`config.mk`:
```
export PLATFORM = sky130hd
export DESIGN_NAME = downscale_gray_threshold_core
export DESIGN_NICKNAME = d
export VERILOG_FILES = /design/src/rtl/dgt_pkg.sv /design/src/rtl/dgt_step_div.sv /design/src/rtl/dgt_scan.sv /design/src/rtl/dgt_luma.sv /design/src/rtl/downscale_gray_threshold_core.sv
export SDC_FILE = /design/constraint.sdc
export NUM_CORES = 1
export LEC_CHECK = 0
export ABC_AREA = 1
export BUFFER_PORTS_ARGS = -buffer_cell sky130_fd_sc_hd__buf_2
export CORE_ASPECT_RATIO = 1.2
export CORE_MARGIN = 8
export CORE_UTILIZATION = 40
export DETAILED_ROUTE_END_ITERATION = 6
export HOLD_SLACK_MARGIN = 0.08
export PLACE_DENSITY_LB_ADDON = 0.05
export SETUP_SLACK_MARGIN = 0.4
export SLEW_MARGIN = 10
export SYNTH_ARGS = -nofsm -noshare
export SYNTH_HDL_FRONTEND = slang
export SYNTH_HIERARCHICAL = 1
export SYNTH_SLANG_ARGS = --single-unit
export TNS_END_PERCENT = 1
```
`constraint.sdc`:
```
create_clock -name clk -period 12.6 [get_ports clk]
set_input_delay 0.63 -clock clk [delete_from_list [all_inputs] [get_ports clk]]
set_output_delay 0.63 -clock clk [all_outputs]
set_load 0.02 [all_outputs]
```
`src/rtl/dgt_pkg.sv`:
```
// Shared types, constants and register indexes for the downscale/threshold block.
`default_nettype none

package dgt_pkg;

    // Configuration register widths and reset values
    localparam int CFG_W       = 13;
    localparam int THR_W       = 8;
    localparam int CFG_INDEX_W = 2;

    localparam logic [CFG_W-1:0] SRC_WIDTH_RST  = 13'd400;
    localparam logic [CFG_W-1:0] SRC_HEIGHT_RST = 13'd240;
    localparam logic [THR_W-1:0] THRESHOLD_RST  = 8'd127;

    // Default geometry
    localparam int DEF_OUT_WIDTH   = 400;
    localparam int DEF_OUT_HEIGHT  = 240;
    localparam int DEF_MAX_SRC_DIM = 4096;

    // Stream field widths
    localparam int CHAN_W      = 8;
    localparam int COL_W       = 9;
    localparam int ROW_W       = 8;
    localparam int IN_TDATA_W  = 24;
    localparam int OUT_TDATA_W = 24;

    // Luma weights, 0.299 / 0.587 / 0.114 in unsigned 0.16
    localparam int LUMA_SUM_W = 24;
    localparam logic [15:0] COEF_R = 16'd19595;
    localparam logic [15:0] COEF_G = 16'd38470;
    localparam logic [15:0] COEF_B = 16'd7471;

    // Cycles the derived step values need after a register write
    localparam int SETTLE_W = 2;
    localparam logic [SETTLE_W-1:0] SETTLE_CYCLES = 2'd3;

    typedef enum logic [CFG_INDEX_W-1:0] {
        REG_SRC_WIDTH      = 2'd0,
        REG_SRC_HEIGHT     = 2'd1,
        REG_LUMA_THRESHOLD = 2'd2
    } dgt_reg_t;

    // Selection result for the item in the input register
    typedef struct packed {
        logic             hit;
        logic [COL_W-1:0] col;
        logic [ROW_W-1:0] row;
        logic             last;
    } dgt_pick_t;

endpackage

`default_nettype wire

```
`src/rtl/dgt_step_div.sv`:
```
// Clamps one source dimension and splits it into quotient and remainder by the output size.
`default_nettype none

module dgt_step_div
    import dgt_pkg::*;
#(
    parameter int DIVISOR = DEF_OUT_WIDTH,
    parameter int EFF_MAX = DEF_MAX_SRC_DIM,
    parameter int DIM_W   = 13,
    parameter int REM_W   = 9
)
(
    input  wire logic             clk,
    input  wire logic [CFG_W-1:0] dim_raw,
    output logic      [DIM_W-1:0] dim_eff,
    output logic      [DIM_W-1:0] quot,
    output logic      [REM_W-1:0] rem
);

    localparam int     SHIFT   = CFG_W + $clog2(DIVISOR);
    localparam longint RECIP   = ((longint'(1) << SHIFT) + DIVISOR - 1) / DIVISOR;
    localparam int     RECIP_W = $clog2(RECIP + 1);
    localparam int     PROD_W  = DIM_W + RECIP_W;
    localparam int     DIV_W   = $clog2(DIVISOR + 1);
    localparam int     BACK_W  = DIM_W + DIV_W;

    logic [31:0]       v_lo;
    logic [DIM_W-1:0]  eff_reg;
    logic [DIM_W-1:0]  eff_next;
    logic [PROD_W-1:0] recip_prod;
    logic [DIM_W-1:0]  quot_reg;
    logic [DIM_W-1:0]  quot_next;
    logic [BACK_W-1:0] back_prod;
    logic [DIM_W-1:0]  rem_full;
    logic [REM_W-1:0]  rem_reg;
    logic [REM_W-1:0]  rem_next;

    // Lower bound first, then the upper bound wins
    always_comb
    begin
        v_lo = (32'(dim_raw) < 32'(DIVISOR)) ? 32'(DIVISOR) : 32'(dim_raw);
        if (v_lo > 32'(EFF_MAX))
        begin
            eff_next = DIM_W'(EFF_MAX);
        end
        else
        begin
            eff_next = DIM_W'(v_lo);
        end
    end

    // Exact quotient by reciprocal for any value below 2**CFG_W
    assign recip_prod = PROD_W'(eff_reg) * PROD_W'(RECIP);
    assign quot_next  = DIM_W'(recip_prod >> SHIFT);

    assign back_prod = BACK_W'(quot_reg) * BACK_W'(DIVISOR);
    assign rem_full  = eff_reg - DIM_W'(back_prod);
    assign rem_next  = REM_W'(rem_full);

    always_ff @(posedge clk)
    begin
        eff_reg  <= eff_next;
        quot_reg <= quot_next;
        rem_reg  <= rem_next;
    end

    assign dim_eff = eff_reg;
    assign quot    = quot_reg;
    assign rem     = rem_reg;

endmodule

`default_nettype wire

```
`src/rtl/dgt_scan.sv`:
```
// Source and output position counters that pick the nearest-neighbor samples.
`default_nettype none

module dgt_scan
    import dgt_pkg::*;
#(
    parameter int OUT_WIDTH  = DEF_OUT_WIDTH,
    parameter int OUT_HEIGHT = DEF_OUT_HEIGHT,
    parameter int DIM_W      = 13,
    parameter int CREM_W     = 9,
    parameter int LREM_W     = 8
)
(
    input  wire logic              clk,
    input  wire logic              rst_n,
    input  wire logic              advance,
    input  wire logic              start_frame,
    input  wire logic [DIM_W-1:0]  w_eff,
    input  wire logic [DIM_W-1:0]  h_eff,
    input  wire logic [DIM_W-1:0]  w_quot,
    input  wire logic [CREM_W-1:0] w_rem,
    input  wire logic [DIM_W-1:0]  h_quot,
    input  wire logic [LREM_W-1:0] h_rem,
    output dgt_pick_t              pick
);

    localparam int OC_W = $clog2(OUT_WIDTH + 1);
    localparam int OL_W = $clog2(OUT_HEIGHT + 1);

    logic [DIM_W-1:0]  src_col_reg, src_col_next;
    logic [DIM_W-1:0]  src_line_reg, src_line_next;
    logic [OC_W-1:0]   out_col_reg, out_col_next;
    logic [OL_W-1:0]   out_line_reg, out_line_next;
    logic [DIM_W-1:0]  want_col_reg, want_col_next;
    logic [DIM_W-1:0]  want_line_reg, want_line_next;
    logic [CREM_W-1:0] col_rem_reg, col_rem_next;
    logic [LREM_W-1:0] line_rem_reg, line_rem_next;

    logic [DIM_W-1:0]  sc, sl, wc, wl;
    logic [OC_W-1:0]   oc, oc_inc;
    logic [OL_W-1:0]   ol, ol_inc;
    logic [CREM_W-1:0] cr;
    logic [LREM_W-1:0] lr;
    logic [CREM_W:0]   col_sum;
    logic [LREM_W:0]   line_sum;
    logic [DIM_W:0]    sc_inc, sl_inc;
    logic              row_active;
    logic              hit;

    always_comb
    begin
        // Start mark restarts every counter before this pixel is looked at
        sc = start_frame ? '0 : src_col_reg;
        sl = start_frame ? '0 : src_line_reg;
        oc = start_frame ? '0 : out_col_reg;
        ol = start_frame ? '0 : out_line_reg;
        wc = start_frame ? '0 : want_col_reg;
        wl = start_frame ? '0 : want_line_reg;
        cr = start_frame ? '0 : col_rem_reg;
        lr = start_frame ? '0 : line_rem_reg;

        row_active = (ol < OL_W'(OUT_HEIGHT)) && (sl == wl);
        hit        = row_active && (oc < OC_W'(OUT_WIDTH)) && (sc == wc);

        pick.hit  = hit;
        pick.col  = COL_W'(oc);
        pick.row  = ROW_W'(ol);
        pick.last = (oc == OC_W'(OUT_WIDTH - 1)) && (ol == OL_W'(OUT_HEIGHT - 1));

        oc_inc   = oc + OC_W'(1);
        ol_inc   = ol + OL_W'(1);
        col_sum  = {1'b0, cr} + {1'b0, w_rem};
        line_sum = {1'b0, lr} + {1'b0, h_rem};
        sc_inc   = {1'b0, sc} + (DIM_W+1)'(1);
        sl_inc   = {1'b0, sl} + (DIM_W+1)'(1);

        src_col_next   = sc;
        src_line_next  = sl;
        out_col_next   = oc;
        out_line_next  = ol;
        want_col_next  = wc;
        want_line_next = wl;
        col_rem_next   = cr;
        line_rem_next  = lr;

        if (hit)
        begin
            out_col_next = oc_inc;
            if (oc_inc < OC_W'(OUT_WIDTH))
            begin
                if (col_sum >= (CREM_W+1)'(OUT_WIDTH))
                begin
                    col_rem_next  = CREM_W'(col_sum - (CREM_W+1)'(OUT_WIDTH));
                    want_col_next = wc + w_quot + DIM_W'(1);
                end
                else
                begin
                    col_rem_next  = CREM_W'(col_sum);
                    want_col_next = wc + w_quot;
                end
            end
        end

        if (sc_inc >= {1'b0, w_eff})
        begin
            // End of source line
            src_col_next  = '0;
            out_col_next  = '0;
            want_col_next = '0;
            col_rem_next  = '0;
            if (row_active)
            begin
                out_line_next = ol_inc;
                if (ol_inc < OL_W'(OUT_HEIGHT))
                begin
                    if (line_sum >= (LREM_W+1)'(OUT_HEIGHT))
                    begin
                        line_rem_next  = LREM_W'(line_sum - (LREM_W+1)'(OUT_HEIGHT));
                        want_line_next = wl + h_quot + DIM_W'(1);
                    end
                    else
                    begin
                        line_rem_next  = LREM_W'(line_sum);
                        want_line_next = wl + h_quot;
                    end
                end
            end
            if (sl_inc >= {1'b0, h_eff})
            begin
                // End of source frame: wrap everything
                src_line_next  = '0;
                out_line_next  = '0;
                want_line_next = '0;
                line_rem_next  = '0;
            end
            else
            begin
                src_line_next = DIM_W'(sl_inc);
            end
        end
        else
        begin
            src_col_next = DIM_W'(sc_inc);
        end
    end

    always_ff @(posedge clk or negedge rst_n)
    begin
        if (!rst_n)
        begin
            src_col_reg   <= '0;
            src_line_reg  <= '0;
            out_col_reg   <= '0;
            out_line_reg  <= '0;
            want_col_reg  <= '0;
            want_line_reg <= '0;
            col_rem_reg   <= '0;
            line_rem_reg  <= '0;
        end
        else if (advance)
        begin
            src_col_reg   <= src_col_next;
            src_line_reg  <= src_line_next;
            out_col_reg   <= out_col_next;
            out_line_reg  <= out_line_next;
            want_col_reg  <= want_col_next;
            want_line_reg <= want_line_next;
            col_rem_reg   <= col_rem_next;
            line_rem_reg  <= line_rem_next;
        end
    end

endmodule

`default_nettype wire

```
`src/rtl/dgt_luma.sv`:
```
// Luma of one RGB pixel as an 8.16 fixed-point sum of unsigned 0.16 weights, compared against the threshold.
`default_nettype none

module dgt_luma
    import dgt_pkg::*;
(
    input  wire logic [CHAN_W-1:0] red,
    input  wire logic [CHAN_W-1:0] green,
    input  wire logic [CHAN_W-1:0] blue,
    input  wire logic [THR_W-1:0]  threshold,
    output logic                   mono_bit
);

    logic [LUMA_SUM_W-1:0] luma_sum;
    logic [CHAN_W-1:0]     luma;

    assign luma_sum = LUMA_SUM_W'(COEF_R) * LUMA_SUM_W'(red)
                    + LUMA_SUM_W'(COEF_G) * LUMA_SUM_W'(green)
                    + LUMA_SUM_W'(COEF_B) * LUMA_SUM_W'(blue);

    // Truncate the fraction
    assign luma     = luma_sum[LUMA_SUM_W-1 -: CHAN_W];
    assign mono_bit = (luma > threshold);

endmodule

`default_nettype wire

```
`src/rtl/downscale_gray_threshold_core.sv`:
```
// Top level: config registers, input and result registers, scan, luma and step dividers.
`default_nettype none

// Takes RGB pixels in raster order (tuser marks the first pixel of a frame) and emits one
// thresholded luma bit, with its output column and row, for each pixel that the
// nearest-neighbor scan selects; other pixels give no transfer. One pixel is taken every
// clock while the output side keeps up and no settling is in progress; a selected pixel
// passes through the input register, then the result register, to the master side. After
// reset and after any configuration write, the input holds tready low while the width and
// height step values pass through the clamp / reciprocal / remainder pipeline.

module downscale_gray_threshold_core
    import dgt_pkg::*;
#(
    parameter int OUT_WIDTH   = DEF_OUT_WIDTH,
    parameter int OUT_HEIGHT  = DEF_OUT_HEIGHT,
    parameter int MAX_SRC_DIM = DEF_MAX_SRC_DIM
)
(
    input  wire logic                   clk,
    input  wire logic                   rst_n,

    input  wire logic                   s_axis_tvalid,
    output logic                        s_axis_tready,
    input  wire logic [IN_TDATA_W-1:0]  s_axis_tdata,  // red, green, blue
    input  wire logic                   s_axis_tuser,  // start_frame

    output logic                        m_axis_tvalid,
    input  wire logic                   m_axis_tready,
    output logic      [OUT_TDATA_W-1:0] m_axis_tdata,  // mono_bit, out_col, out_row, zero pad
    output logic                        m_axis_tlast,  // frame_end

    input  wire logic                   cfg_we,
    input  wire logic [CFG_INDEX_W-1:0] cfg_index,
    input  wire logic [CFG_W-1:0]       cfg_data
);

    localparam int EFF_MAX = (MAX_SRC_DIM < (1 << CFG_W)) ? MAX_SRC_DIM : (1 << CFG_W) - 1;
    localparam int DIM_W   = $clog2(EFF_MAX + 1);
    localparam int CREM_W  = (OUT_WIDTH > 1) ? $clog2(OUT_WIDTH) : 1;
    localparam int LREM_W  = (OUT_HEIGHT > 1) ? $clog2(OUT_HEIGHT) : 1;
    localparam int PAD_W   = OUT_TDATA_W - 1 - COL_W - ROW_W;

    logic [CFG_W-1:0]    src_width_reg;
    logic [CFG_W-1:0]    src_height_reg;
    logic [THR_W-1:0]    luma_threshold_reg;
    logic [SETTLE_W-1:0] settle_reg;
    logic                settle_busy;

    logic                in_valid_reg;
    logic                in_start_reg;
    logic [CHAN_W-1:0]   in_red_reg;
    logic [CHAN_W-1:0]   in_green_reg;
    logic [CHAN_W-1:0]   in_blue_reg;

    logic                out_valid_reg;
    logic                out_mono_reg;
    logic [COL_W-1:0]    out_col_reg;
    logic [ROW_W-1:0]    out_row_reg;
    logic                out_last_reg;

    logic                s_xfer;
    logic                advance;
    logic                mono_bit;
    dgt_pick_t           pick;

    logic [DIM_W-1:0]    w_eff, h_eff, w_quot, h_quot;
    logic [CREM_W-1:0]   w_rem;
    logic [LREM_W-1:0]   h_rem;

    // Configuration writes
    always_ff @(posedge clk or negedge rst_n)
    begin
        if (!rst_n)
        begin
            src_width_reg      <= SRC_WIDTH_RST;
            src_height_reg     <= SRC_HEIGHT_RST;
            luma_threshold_reg <= THRESHOLD_RST;
        end
        else if (cfg_we)
        begin
            unique case (cfg_index)
                REG_SRC_WIDTH:      src_width_reg      <= cfg_data;
                REG_SRC_HEIGHT:     src_height_reg     <= cfg_data;
                REG_LUMA_THRESHOLD: luma_threshold_reg <= THR_W'(cfg_data);
                default:            ;
            endcase
        end
    end

    // Hold off input until the step values reflect the registers
    always_ff @(posedge clk or negedge rst_n)
    begin
        if (!rst_n)
        begin
            settle_reg <= SETTLE_CYCLES;
        end
        else if (cfg_we)
        begin
            settle_reg <= SETTLE_CYCLES;
        end
        else if (settle_busy)
        begin
            settle_reg <= settle_reg - SETTLE_W'(1);
        end
    end

    assign settle_busy = (settle_reg != '0);

    dgt_step_div #(
        .DIVISOR (OUT_WIDTH),
        .EFF_MAX (EFF_MAX),
        .DIM_W   (DIM_W),
        .REM_W   (CREM_W)
    ) u_width_div (
        .clk     (clk),
        .dim_raw (src_width_reg),
        .dim_eff (w_eff),
        .quot    (w_quot),
        .rem     (w_rem)
    );

    dgt_step_div #(
        .DIVISOR (OUT_HEIGHT),
        .EFF_MAX (EFF_MAX),
        .DIM_W   (DIM_W),
        .REM_W   (LREM_W)
    ) u_height_div (
        .clk     (clk),
        .dim_raw (src_height_reg),
        .dim_eff (h_eff),
        .quot    (h_quot),
        .rem     (h_rem)
    );

    // Handshake
    assign advance       = in_valid_reg && !settle_busy && (!out_valid_reg || m_axis_tready);
    assign s_axis_tready = !settle_busy && (!in_valid_reg || !out_valid_reg || m_axis_tready);
    assign s_xfer        = s_axis_tvalid && s_axis_tready;

    // Input register
    always_ff @(posedge clk or negedge rst_n)
    begin
        if (!rst_n)
        begin
            in_valid_reg <= 1'b0;
        end
        else if (s_xfer)
        begin
            in_valid_reg <= 1'b1;
        end
        else if (advance)
        begin
            in_valid_reg <= 1'b0;
        end
    end

    always_ff @(posedge clk)
    begin
        if (s_xfer)
        begin
            in_start_reg <= s_axis_tuser;
            in_red_reg   <= s_axis_tdata[CHAN_W-1:0];
            in_green_reg <= s_axis_tdata[2*CHAN_W-1:CHAN_W];
            in_blue_reg  <= s_axis_tdata[3*CHAN_W-1:2*CHAN_W];
        end
    end

    dgt_scan #(
        .OUT_WIDTH   (OUT_WIDTH),
        .OUT_HEIGHT  (OUT_HEIGHT),
        .DIM_W       (DIM_W),
        .CREM_W      (CREM_W),
        .LREM_W      (LREM_W)
    ) u_scan (
        .clk         (clk),
        .rst_n       (rst_n),
        .advance     (advance),
        .start_frame (in_start_reg),
        .w_eff       (w_eff),
        .h_eff       (h_eff),
        .w_quot      (w_quot),
        .w_rem       (w_rem),
        .h_quot      (h_quot),
        .h_rem       (h_rem),
        .pick        (pick)
    );

    dgt_luma u_luma (
        .red       (in_red_reg),
        .green     (in_green_reg),
        .blue      (in_blue_reg),
        .threshold (luma_threshold_reg),
        .mono_bit  (mono_bit)
    );

    // Result register
    always_ff @(posedge clk or negedge rst_n)
    begin
        if (!rst_n)
        begin
            out_valid_reg <= 1'b0;
        end
        else if (advance)
        begin
            out_valid_reg <= pick.hit;
        end
        else if (m_axis_tready)
        begin
            out_valid_reg <= 1'b0;
        end
    end

    always_ff @(posedge clk)
    begin
        if (advance && pick.hit)
        begin
            out_mono_reg <= mono_bit;
            out_col_reg  <= pick.col;
            out_row_reg  <= pick.row;
            out_last_reg <= pick.last;
        end
    end

    assign m_axis_tvalid = out_valid_reg;
    assign m_axis_tdata  = {PAD_W'(0), out_row_reg, out_col_reg, out_mono_reg};
    assign m_axis_tlast  = out_last_reg;

    // Checks
    a_no_advance_after_cfg: assert property (@(posedge clk) disable iff (!rst_n)
        cfg_we |=> !advance)
        else $error("item processed while step values were settling");

    a_result_from_advance: assert property (@(posedge clk) disable iff (!rst_n)
        $rose(out_valid_reg) |-> $past(advance))
        else $error("result appeared without an item being processed");

    a_last_at_corner: assert property (@(posedge clk) disable iff (!rst_n)
        (out_valid_reg && out_last_reg) |->
            (out_col_reg == COL_W'(OUT_WIDTH - 1)) && (out_row_reg == ROW_W'(OUT_HEIGHT - 1)))
        else $error("frame end flagged away from the last output pixel");

endmodule

`default_nettype wire

```
After elaboration in Yosys (flattened, before gate mapping)
Cells that the tools add are included.

storage, ports and cells
  bits of input ports = 45
  word-level logic and storage cells = 136
  bits in registers = 222

cells by class
  order comparisons = 13
  multiplexer cells = 42
  reductions and logical operators = 23
  $add $sub $neg = 17
  $mul = 7
  equal/unequal tests = 6

operators by type and width
  cell                                                          count
  two-way mux 13 bit                                            18
  two-way mux 8 bit                                             10
  two-way mux 9 bit                                             8
  > comparator 32 x 13 -> 1 bit (second input constant)         2
  multiplier 15 x 8 -> 23 bit (first input constant)            2
  adder 13 x 1 -> 14 bit (second input constant)                2
  >= comparator 14 x 13 -> 1 bit                                2
  multiplier 13 x 14 -> 27 bit (second input constant)          1
  adder 13 x 1 -> 13 bit (second input constant)                2
  == test 13 bit                                                2
  multiplier 13 x 13 -> 26 bit (second input constant)          1
  adder 23 x 24 -> 24 bit                                       1
  adder 24 x 21 -> 24 bit                                       1
  multiplier 13 x 8 -> 21 bit (first input constant)            1
  less-than comparator 9 bit (second input constant)            2
  less-than comparator 8 bit (second input constant)            2
  adder 13 x 5 -> 13 bit                                        1
  adder 13 x 6 -> 13 bit                                        1
  less-than comparator 13 x 8 -> 1 bit (second input constant)  1
  less-than comparator 13 x 9 -> 1 bit (second input constant)  1
  adder 9 x 9 -> 10 bit                                         1
  >= comparator 10 x 9 -> 1 bit (second input constant)         1
  adder 8 x 8 -> 9 bit                                          1
  adder 9 x 1 -> 9 bit (second input constant)                  1
  other kinds (22)                                              43

Logic depth before layout (Yosys ltp)
Gate-level depths: netlist (run 1).

  word-level depth = 8
  gate-level depth with buffers = 38
  mapped depth without buffers = 38

By module
Netlist (run 1), hierarchy kept.

modules (own cells, without submodules)
  module                         sequential area each (um^2)  times used  cells an instance  area an instance (um^2)
  dgt_scan                       2152.1                       1           1583               9555.4
  dgt_luma                       0.0                          1           880                6975.4
  dgt_step_div (u_width_div)     540.5                        1           576                4621.9
  dgt_step_div (u_height_div)    540.5                        1           459                3337.0
  downscale_gray_threshold_core  2292.2                       1           220                3056.7

Worst setup path before layout (run 1)
No wires, ideal clock.

  kind = flip-flop to flip-flop
  start point = register in_green_reg[3]
  end point = register out_mono_reg, data pin
  stages on the path, launching flop included = 33
  setup time = 0.146 ns
  buffers on the path = 0
  data required time = 12.454 ns
  slack = 5.698 ns
  period minus slack after synthesis = 6.902 ns
  arrival = 6.756 ns
  path through = edfxtp_1 -> ha_1 -> ha_1 -> fa_1 -> ha_1 -> ha_1 -> nand2_2 -> nor2_2 -> nand4_1 -> o21ai_2 -> xor2_1 -> fa_1 -> fa_1 -> inv_1 -> fa_1 -> fa_1 -> inv_1 -> ha_1 -> nand2_1 -> inv_1 -> nand2_1 -> and2_1 -> nor2_1 -> nor2_1 -> nand3_1 -> nand2_1 -> nand2_1 -> ha_1 -> nand2_1 -> o21ai_0 -> a21oi_1 -> or2_2 -> a21oi_1

between the ends
  cells in the longest elaborated chain, start to end = 4

ends and longest elaborated chain
  element                      RTL line                              text
  start, declared              downscale_gray_threshold_core.sv:53   logic [CHAN_W-1:0] in_green_reg;
  start signal, assigned       downscale_gray_threshold_core.sv:164  in_green_reg <= s_axis_tdata[2*CHAN_W-1:CHAN_W];
  multiplier 15 x 8 -> 23 bit  dgt_luma.sv:18                        + LUMA_SUM_W'(COEF_G) * LUMA_SUM_W'(green)
  adder 23 x 24 -> 24 bit      dgt_luma.sv:18
  adder 24 x 21 -> 24 bit      dgt_luma.sv:19                        + LUMA_SUM_W'(COEF_B) * LUMA_SUM_W'(blue);
  > comparator 8 bit           dgt_luma.sv:23                        assign mono_bit = (luma > threshold);
  via mono_bit                 downscale_gray_threshold_core.sv:64   logic mono_bit;
  end signal, assigned         downscale_gray_threshold_core.sv:218  out_mono_reg <= mono_bit;
  end, declared                downscale_gray_threshold_core.sv:57   logic out_mono_reg;

The timed path passes the listed nets, and every way through them passes these cells.
A chain may end at the register's enable or synchronous reset.

Final worst setup path (run 1)
Ends and elaborated chain as after synthesis.

==> results of run 1 <==
==> cells by family (layout without fill, tap and decap cells) <==
logic type	after synthesis	count (layout)
and+or+nand+nor	1527	1527
AOI/OAI and AO/OA	356	356
adders and majority gates	606	606
DFF	222	222
xor gates and xnor gates	71	71
other	3	21
buffers and inverters	933	984
==> report_power, final <==
part | switching, mW | internal [mW] | total (mW) | leakage (nW)
clock | 0.355 | 0.504 | 0.859 | 0.488
sequential | 0.142 | 0.895 | 1.04 | 2.43
combinational | 3.05 | 1.73 | 4.77 | 13.6
==> through the flow <==
stage	util, %	total power, mW	area (um^2)	hold WS (ns)	std cells
finish	43.3	6.67	29600	0.0737	4696
global route	43.3	7.55	29600	0.124	4696
CTS	43.3	6.78	29600	0.0920	4696
detailed placement	41.9	5.87	28600	0.404	4640
global placement	41.9	5.89	28600	0.395	4640
floorplan	-	4.60	27600	0.334	3736
==> worst max-delay path by stage <==
stage                     cells after the start                      to                       from
after CTS                                    32  out_mono_reg$_DFFE_PP_  in_green_reg[6]$_DFFE_PP_
final                                        30  out_mono_reg$_DFFE_PP_  in_green_reg[3]$_DFFE_PP_
after floorplan                              32  out_mono_reg$_DFFE_PP_  in_green_reg[3]$_DFFE_PP_
after detailed placement                     32  out_mono_reg$_DFFE_PP_  in_green_reg[6]$_DFFE_PP_
after global routing                         34  out_mono_reg$_DFFE_PP_  in_green_reg[6]$_DFFE_PP_
after global placement                       34  out_mono_reg$_DFFE_PP_  in_green_reg[6]$_DFFE_PP_
==> cell usage in the layout (no fill, tap or decap), types with 6 or more instances in the layout <==
cell       synthesis  routed
nand3b_1           7       7
nand4_1           54      54
nand2_2           16      16
xnor2_1           24      24
o211ai_1           8       8
nand3_1          194     193
fa_1             199     199
o21ai_0           99      99
o21ai_1           30      30
inv_2             18      18
inv_1            831     830
o22ai_1           27      27
dfxtp_1           54      54
o21bai_1           9       9
edfxtp_1          44      44
conb_1             3      21
clkbuf_1          19       8
nor3_1            32      32
xor2_1            46      46
buf_4             37      11
nand2_1          909     909
a21boi_0           6       6
nor2_2            30      31
nand3_2            7       8
clkbuf_16          0      32
a21oi_1          128     128
nor3_2             7       7
ha_1             407     407
buf_2             13      64
dfrtp_1          108     108
nor2_1           246     245
dfstp_2           16      16
o21ai_2           23      23
and2_1             7       7
==> cell type report <==
cell class,count,area [um^2]
inverter,852,3200
tap,909,1140
timing repair buffer,76,414
clock inverter,13,120
clock buffer,43,872
fill,7346,38700
multi-input combinational,2581,18300
sequential,222,5530
==> critical path, delay by kind of cell, from the launching register on <==
| kind | cells | cell delay, ns |
|---|---|---|
| DFF | 1 | 0.49 |
| AOI/OAI and AO/OA | 7 | 1.04 |
| adders and majority gates | 11 | 4.48 |
| and+or+nand+nor | 9 | 0.96 |
| xor gates and xnor gates | 1 | 0.24 |
| buffers and inverters | 2 | 0.10 |
==> per-layer routing <==
layer  wire, um  up-vias  part of all wire, %
met3       2150       84                  2.9
met1      33600    10400                   45
met4       1590        0                  2.1
li1           -    11600                    -
met5          0        -                    0
met2      37700      340                   50
==> cell usage after synthesis (all sizes together) (7+ instances only) <==
cell / number
a21boi: 9
a21oi: 128
and2: 7
buf: 62
clkbuf: 19
dfrtp: 108
dfstp: 16
dfxtp: 54
edfxtp: 44
fa: 199
ha: 407
inv: 849
nand2: 925
nand3: 205
nand3b: 7
nand4: 54
nor2: 281
nor3: 39
o211ai: 8
o21ai: 152
o21bai: 9
o22ai: 27
xnor2: 25
xor2: 46
==> results.toml, run 1 <==
[run_status]
status = "complete, no violations"

[clock_tree]
clk_root_buffer_cell = "clkbuf_16"
cts_buffer_depth = 3
htreeDepth = 1
clock_sinks = 222
cts_hold_buf = 0
cts_buffers = 30
cts_tree = "yes"
ctsResizeCount = 0
path_clk_slew_ns = 0.06
post-cts-setup-buffers = 0
clkLatencyLatePin_ns = 0.59

[finish]
drive_gt1_share_pct = 6.89
final_nets = 4414
area_growth_pct = 7.49
diodes = 0

[global_routing]
first_global_vias = 23200
grt_use_met3_pct = 1.61
grt_usage_pct = 19.5
antenna_found_initial = 0
use_met1_pct = 24.3
overflow = 0
grt_max_degree = 75
grt_pass1_wl_mm = 123
grt.met2_usage_pct = 36.5
grt_most_used_layer = "met2"

[die]
initial_utilization_pct = 40.3
num_rows = 105
die_h_um = 303
fp.dieArea_um2 = 77600
die_x_um = 256
pin_count = 72
coreArea_um2 = 68300

[routing]
drc_errors = 0
ant_nets = 0
avgRoutedWirePerCell_um = 16.0
vias = 22400
via_per_inst = 4.78
firstDrtPassIters = 5
drt_wl_total_mm = 75.0
drt_iter0_drc = 980

[yosys]
yosysWarnings = 6
synth_compound_area_share_pct = 7.38
synth_xor_area_share_pct = 2.28
synth-main-ff-cell = "dfrtp_1"
netlist_area_um2 = 27500
async_flop_share_pct = 55.9
synth_top_family_by_area = "adder cells"
synth-adder-area-share_pct = 32.9
synth_top_area_cell = "ha_1"
synth.area.mux_share_pct = 0
ys_seq_area_share_pct = 20.1
synthTopCellsByArea = "ha_1, fa_1, nand2_1"
synth-simple-area-share_pct = 23.7
synth_edf_count = 44
ys_types = 53
syn-mean-instance-area_um2 = 7.41
synth_top_area_share_pct = 18.5
ys_ff_latch = 222
postSynthCellCount = 3718

[critical_path]
r2r_slack_ns = 5.13
reg2reg_depth = 30
cp_max_fo = 5
arrival_ns = 7.90
worst-setup-path-type = "reg -> reg"
crit_top_cell = "ha_1"
end_kind = "flop"
crit_path_max_incr_delay_ns = 0.55
rr_startpoint = "in_green_reg[3]$_DFFE_PP_"
critPathSlowestCell = "fa_1"
start_kind = "flop"
required_ns = 13.04
r2r-end = "out_mono_reg$_DFFE_PP_"

[timing]
drv_slew = 0
skew_ns = 0.0256
fin_ws_ns = 5.13
rsz0062_at_grt = "false"
tightest_slew_ns = 1.17
max_slew_margin_pct = 22.1
tns_ns = 0
period_share_pct = 59.3
min_period_ns = 7.47
fmax_ghz = 0.134
setup_viol = 0
hold_violations = 0

[hold_path]
hp-class = "in -> async"

[power]
peakVddDrop_v = 0.000158
powerDensity_nw_per_um2 = 225
p_leak_nw = 16.5

[flow_run]
drv_cap = 0

[placed_design]
dp_slack_ns = 5.10
detailed_place_hpwl_mm = 62.5
gp_congestion = 0.884
port-buffer-count = 65
Power figures use the tool's default switching activity.
==> run 2: changes to the inputs <==
- ABC_AREA: 1 -> 0
- clock period: 12.6 -> 6.5 ns (I/O delays scaled with it)
==> run 2 against run 1 <==
Against the previous run:
- the flow now finishes with violations (setup timing)
- synthesized area decreased by 10%
- combinational power is 75% higher
- final cell count down 23%
- sequential share of layout area is 0.97 points higher
- maximum frequency decreased by 2.5%
- clock skew decreased by 0.0012 ns
- first-iteration DRC count fell by 12%
- non-clock buffer count rose by 161
- total power is 82% higher
- clock-buffer cell count is 9 lower
- critical path type unchanged
- largest power group unchanged
- highest routed layer unchanged
==> results.toml, run 2 <==
[run_status]
status = "finished, violations left"
violations = "setup timing"

[yosys]
postSynthCellCount = 2583
netlist_area_um2 = 24800
yosysWarnings = 6
synth_commonest_cells = "inv_1, ha_1, fa_1, nand2_1"
synth_top_area_cell = "ha_1"
yosysMostFrequentCell = "inv_1"
async_flop_share_pct = 55.9
synth_edf_count = 44
synth_top_area_share_pct = 20.6
synthTopCellsByArea = "ha_1, fa_1, dfrtp_1"
ys_seq_area_share_pct = 22.3
ys_types = 105
syn-mean-instance-area_um2 = 9.59
ys_ff_latch = 222
synth-main-ff-cell = "dfrtp_1"

[critical_path]
reg2reg_depth = 42
start_kind = "flop"
end_kind = "flop"
r2r-end = "out_mono_reg$_DFFE_PP_"
cp_max_fo = 2
required_ns = 6.82
r2r_slack_ns = -1.16
rr_startpoint = "in_green_reg[5]$_DFFE_PP_"
arrival_ns = 7.98
worst-setup-path-type = "reg -> reg"
crit_top_cell = "buf_4"
crit_path_max_incr_delay_ns = 0.51
critPathSlowestCell = "fa_1"

[die]
die_x_um = 243
pin_count = 72
coreArea_um2 = 61700
initial_utilization_pct = 40.2
num_rows = 100
die_h_um = 289
fp.dieArea_um2 = 70200

[hold_path]
min_to = "src_width_reg[1]$_DFFE_PN0P_"
holdPathStages = 3
hp-class = "in -> reg"
min-delay-start = "cfg_index[0]"

[routing]
drt_wl_total_mm = 61.8
ant_nets = 0
via_per_inst = 5.10
drc_errors = 0
vias = 18400
avgRoutedWirePerCell_um = 17.1
drt_iter0_drc = 867
firstDrtPassIters = 5

[finish]
fillers = 6012
drive_gt1_share_pct = 12.9
final_common_cell = "inv_1"
fin_area_um2 = 28200
area_growth_pct = 13.6
final_nets = 3425
final_cell_mix = "inv_1, ha_1, fa_1"
fin_cells = 3615
post-route-util_pct = 45.6

[timing]
setup_viol = 1
skew_ns = 0.0244
min_period_ns = 7.66
hold_violations = 0
max_slew_margin_pct = 23.9
period_share_pct = 118
tightest_slew_ns = 1.14
fin_ws_ns = -1.16
fmax_ghz = 0.131
rsz0062_at_grt = "true"
tns_ns = -1.16
drv_slew = 0

[global_routing]
antenna_found_initial = 2
first_global_vias = 19700
grt_max_degree = 85
grt_pass1_wl_mm = 103
grt_usage_pct = 17.9
overflow = 0

[clock_tree]
path_clk_slew_ns = 0.06
clkLatencyLatePin_ns = 0.59
htreeDepth = 1
cts_tree = "yes"
clock_sinks = 222
cts_buffer_depth = 3
cts_buffers = 28
clk_root_buffer_cell = "clkbuf_16"

[placed_design]
place_inst = 3506
place_area_um2 = 26600
detailed_place_hpwl_mm = 50.0
port-buffer-count = 65
gp_congestion = 0.853

[power]
powerDensity_nw_per_um2 = 431
peakVddDrop_v = 0.000453
power_mw = 12.1
p_leak_nw = 13.9

[flow_run]
drv_cap = 0
run 2: changes by cell type in the layout (fill, tap and decap cells not counted), moves of 42 or more:
| cell | previous run | this run |
|---|---|---|
| inv_1 | 830 | 466 |
| nor2b_1 | 0 | 80 |
| dlygate4sd3_1 | 0 | 42 |
| buf_4 | 11 | 128 |
| nand2_1 | 909 | 114 |
| xnor2_1 | 24 | 100 |
| nand3_1 | 193 | 53 |
| nor2_1 | 245 | 107 |
| a21oi_1 | 128 | 64 |
run 2: final cells by class:
cell class	instances	area (um^2)	area share, %
Multi-Input combinational cell	1816	17100	60.9
Sequential cell	222	5530	19.6
Inverter	469	1760	6.25
Timing Repair Buffer	237	1740	6.20
Tap cell	816	1020	3.63
Clock buffer	34	743	2.64
Clock inverter	18	218	0.773
Antenna cell	3	7.51	0.0267
run 2: where the power goes:
group | internal, mW | total, mW | switching [mW]
Sequential | 1.74 | 2.15 | 0.413
Combinational | 3.91 | 8.34 | 4.43
Clock | 0.974 | 1.63 | 0.660
Total | 6.62 | 12.1 | 5.50
run 2: cell families after synthesis:
logic type	synth area share, %
fa+ha+maj	36.7
simple gates	12.5
buf+inv	9.18
compound gates	11.6
flops	22.3
xor+xnor	5.45
mux	2.18
other cells	0.0454
run 2: how the worst max path moves through the flow:
stage                         startpoint                     end
2_1_floorplan  in_green_reg[6]$_DFFE_PP_  out_mono_reg$_DFFE_PP_
3_3_place_gp   in_green_reg[5]$_DFFE_PP_  out_mono_reg$_DFFE_PP_
3_5_place_dp   in_green_reg[5]$_DFFE_PP_  out_mono_reg$_DFFE_PP_
4_1_cts        in_green_reg[5]$_DFFE_PP_  out_mono_reg$_DFFE_PP_
5_1_grt        in_green_reg[5]$_DFFE_PP_  out_mono_reg$_DFFE_PP_
6_report       in_green_reg[5]$_DFFE_PP_  out_mono_reg$_DFFE_PP_
run 2: layer usage:
layer  track usage, %  part of all wire, %
met4             4.59                  2.4
met2             31.7                   49
met1             23.1                   46
met5                0                    0
met3             1.66                  2.5
run 2: worst max-delay path: cells and delay by family, from the launching register on:
| family | cells | cell delay [ns] |
|---|---|---|
| AND/OR/NAND/NOR | 7 | 0.75 |
| AO/OA/AOI/OAI | 12 | 1.62 |
| buffers and inverters | 12 | 1.21 |
| XOR/XNOR | 2 | 0.26 |
| flip-flops | 1 | 0.45 |
| adder cells (fa/ha/maj) | 9 | 3.11 |
run 2: what timing repair did:
action                                  4_1_cts  5_1_grt
resized for setup                             3        8
pin swaps                                    17       12
hold endpoints to repair                    126        0
endpoints found under the setup margin        1        1
gates cloned                                  0        0
buffers inserted                             10        2
hold buffers                                 42        0
run 2: metrics by stage:
stage | setup WS (ns) | hold slack, ns
floorplan | -1.12 | 0.0294
global placement | -1.28 | 0.407
detailed placement | -1.36 | 0.416
CTS | -1.30 | 0.230
global route | -1.59 | 0.256
finish | -1.16 | 0.267
==> run 3: changes to the inputs <==
- BUFFER_PORTS_ARGS: -buffer_cell sky130_fd_sc_hd__buf_2 -> default
- DONT_BUFFER_PORTS: default -> 1
==> run 3 against run 2 <==
Against the previous run:
- the flow still finishes with violations (setup timing)
- clock power fell by 7%
- utilization down 0.64 points
- register-to-register slack better by 0.02 ns
- setup slack better by 0.017 ns
- hold slack improved by 0.029 ns
- first-iteration DRC count shrank 10%
- maximum frequency grew 0.22%
- critical endpoint unchanged
- largest cell class unchanged
- highest routed layer is now met5
==> results.toml, run 3 (synthesis results as in run 2) <==
[run_status]
status = "finished, violations left"
violations = "setup timing"

[die]
pin_count = 72
num_rows = 100
coreArea_um2 = 61700
initial_utilization_pct = 40.2
fp.dieArea_um2 = 70200
die_h_um = 289
die_x_um = 243

[global_routing]
overflow = 0
grt_usage_pct = 18.0
antenna_found_initial = 9
grt_pass1_wl_mm = 103
first_global_vias = 19400
grt_max_degree = 125

[timing]
tightest_slew_ns = 1.16
rsz0062_at_grt = "true"
period_share_pct = 118
tns_ns = -1.14
fin_ws_ns = -1.14
skew_ns = 0.0250
max_slew_margin_pct = 22.3
min_period_ns = 7.64
fmax_ghz = 0.131
setup_viol = 1
drv_slew = 0
hold_violations = 0

[hold_path]
min_to = "luma_threshold_reg[7]$_DFFE_PN0P_"
holdPathStages = 2
min-delay-start = "cfg_we"
hp-class = "in -> reg"

[finish]
final_common_cell = "inv_1"
final_cell_mix = "inv_1, ha_1, fa_1"
post-route-util_pct = 45.0
fin_area_um2 = 27800
area_growth_pct = 12.0
drive_gt1_share_pct = 10.5
final_nets = 3360

[critical_path]
cp_max_fo = 3
rr_startpoint = "in_green_reg[5]$_DFFE_PP_"
crit_cells = 34
required_ns = 6.82
path_delay_family = "adder cells"
r2r-end = "out_mono_reg$_DFFE_PP_"
crit_top_cell = "fa_1"
r2r_slack_ns = -1.14
arrival_ns = 7.96
worst-setup-path-type = "reg -> reg"
end_kind = "flop"
crit_buf_inv = 5
reg2reg_depth = 34
start_kind = "flop"
crit_path_max_incr_delay_ns = 0.52
critPathSlowestCell = "fa_1"

[clock_tree]
clkLatencyLatePin_ns = 0.59
path_clk_slew_ns = 0.06
clk_root_buffer_cell = "clkbuf_16"
cts_buffer_depth = 3
clock_sinks = 222
cts_buffers = 28
cts_tree = "yes"
htreeDepth = 1

[power]
p_leak_nw = 13.6
peakVddDrop_v = 0.000374
seqPwrFrac_pct = 18.1
switchingPower_mw = 5.47
swShare_pct = 46.0
powerDensity_nw_per_um2 = 429
pwr-share-comb_pct = 69.2
clkPwrFrac_pct = 12.8
p_int_mw = 6.43

[routing]
drt_iter0_drc = 778
drc_errors = 0
vias = 18200
ant_nets = 0
avgRoutedWirePerCell_um = 17.6
firstDrtPassIters = 4
drt_wl_total_mm = 62.5
via_per_inst = 5.13

[placed_design]
detailed_place_hpwl_mm = 50.3
place_area_um2 = 26300
dp_slack_ns = -1.34
port-buffer-count = 0
gp_congestion = 0.847

[flow_run]
drv_cap = 0
## run 3: power groups by stage
stage                     Combinational, mW  Clock [mW]  Sequential (mW)
final                                  8.23        1.52             2.15
after global routing                   9.56        1.63             2.21
after CTS                              8.33        1.58             2.16
after detailed placement               8.13           0             2.19
after global placement                 7.97           0             2.18
after floorplan                        6.04           0             1.99
## run 3: worst max path at each step
stage                                   start                     end  slack [ns]
global placement    in_green_reg[5]$_DFFE_PP_  out_mono_reg$_DFFE_PP_       -1.27
CTS                 in_green_reg[5]$_DFFE_PP_  out_mono_reg$_DFFE_PP_       -1.21
floorplan           in_green_reg[6]$_DFFE_PP_  out_mono_reg$_DFFE_PP_       -1.12
finish              in_green_reg[5]$_DFFE_PP_  out_mono_reg$_DFFE_PP_       -1.14
global route        in_green_reg[5]$_DFFE_PP_  out_mono_reg$_DFFE_PP_       -1.56
detailed placement  in_green_reg[5]$_DFFE_PP_  out_mono_reg$_DFFE_PP_       -1.34
## run 3: area by class of cell
cell class | count | area [um^2]
clock inverter | 13 | 92.6
tap | 816 | 1020
clock buffer | 39 | 795
inverter | 469 | 1760
fill | 5993 | 33900
timing repair buffer | 172 | 1430
sequential | 222 | 5530
antenna | 7 | 17.5
multi-input combinational | 1816 | 17100
## run 3: worst reg2reg max path, delay by kind of cell (launching register included)
kind	cells	cell delay [ns]
AO/OA/AOI/OAI	13	2.02
buffers and inverters	5	0.37
AND/OR/NAND/NOR	5	0.49
flip-flops	1	0.42
adder cells (fa/ha/maj)	10	3.94
XOR/XNOR	1	0.13
## run 3: repair_timing
item | in CTS | in global routing
endpoints found under the hold margin | 187 | 0
hold buffers | 50 | 0
setup buffers | 1 | 0
gates resized for setup | 4 | 3
endpoints found under the setup margin | 1 | 1
pin swaps | 1 | 2
## run 3: metal layers
metal	GRT usage (%)	up-vias	wire, um	part of all wire [%]
li1	-	8950	-	-
met1	23.1	8955	28400	45
met2	32.2	251	31100	50
met3	2.39	58	2080	3.3
met4	3.45	6	923	1.5
met5	0	-	39	0.062
## run 3: stage by stage
stage | power, mW | cells | hold slack, ns
2_1_floorplan | 8.03 | 2601 | 0.0294
3_3_place_gp | 10.2 | 3444 | 0.0355
3_5_place_dp | 10.3 | 3444 | 0.0363
4_1_cts | 12.1 | 3547 | 0.260
5_1_grt | 13.4 | 3552 | 0.301
6_report | 11.9 | 3554 | 0.296
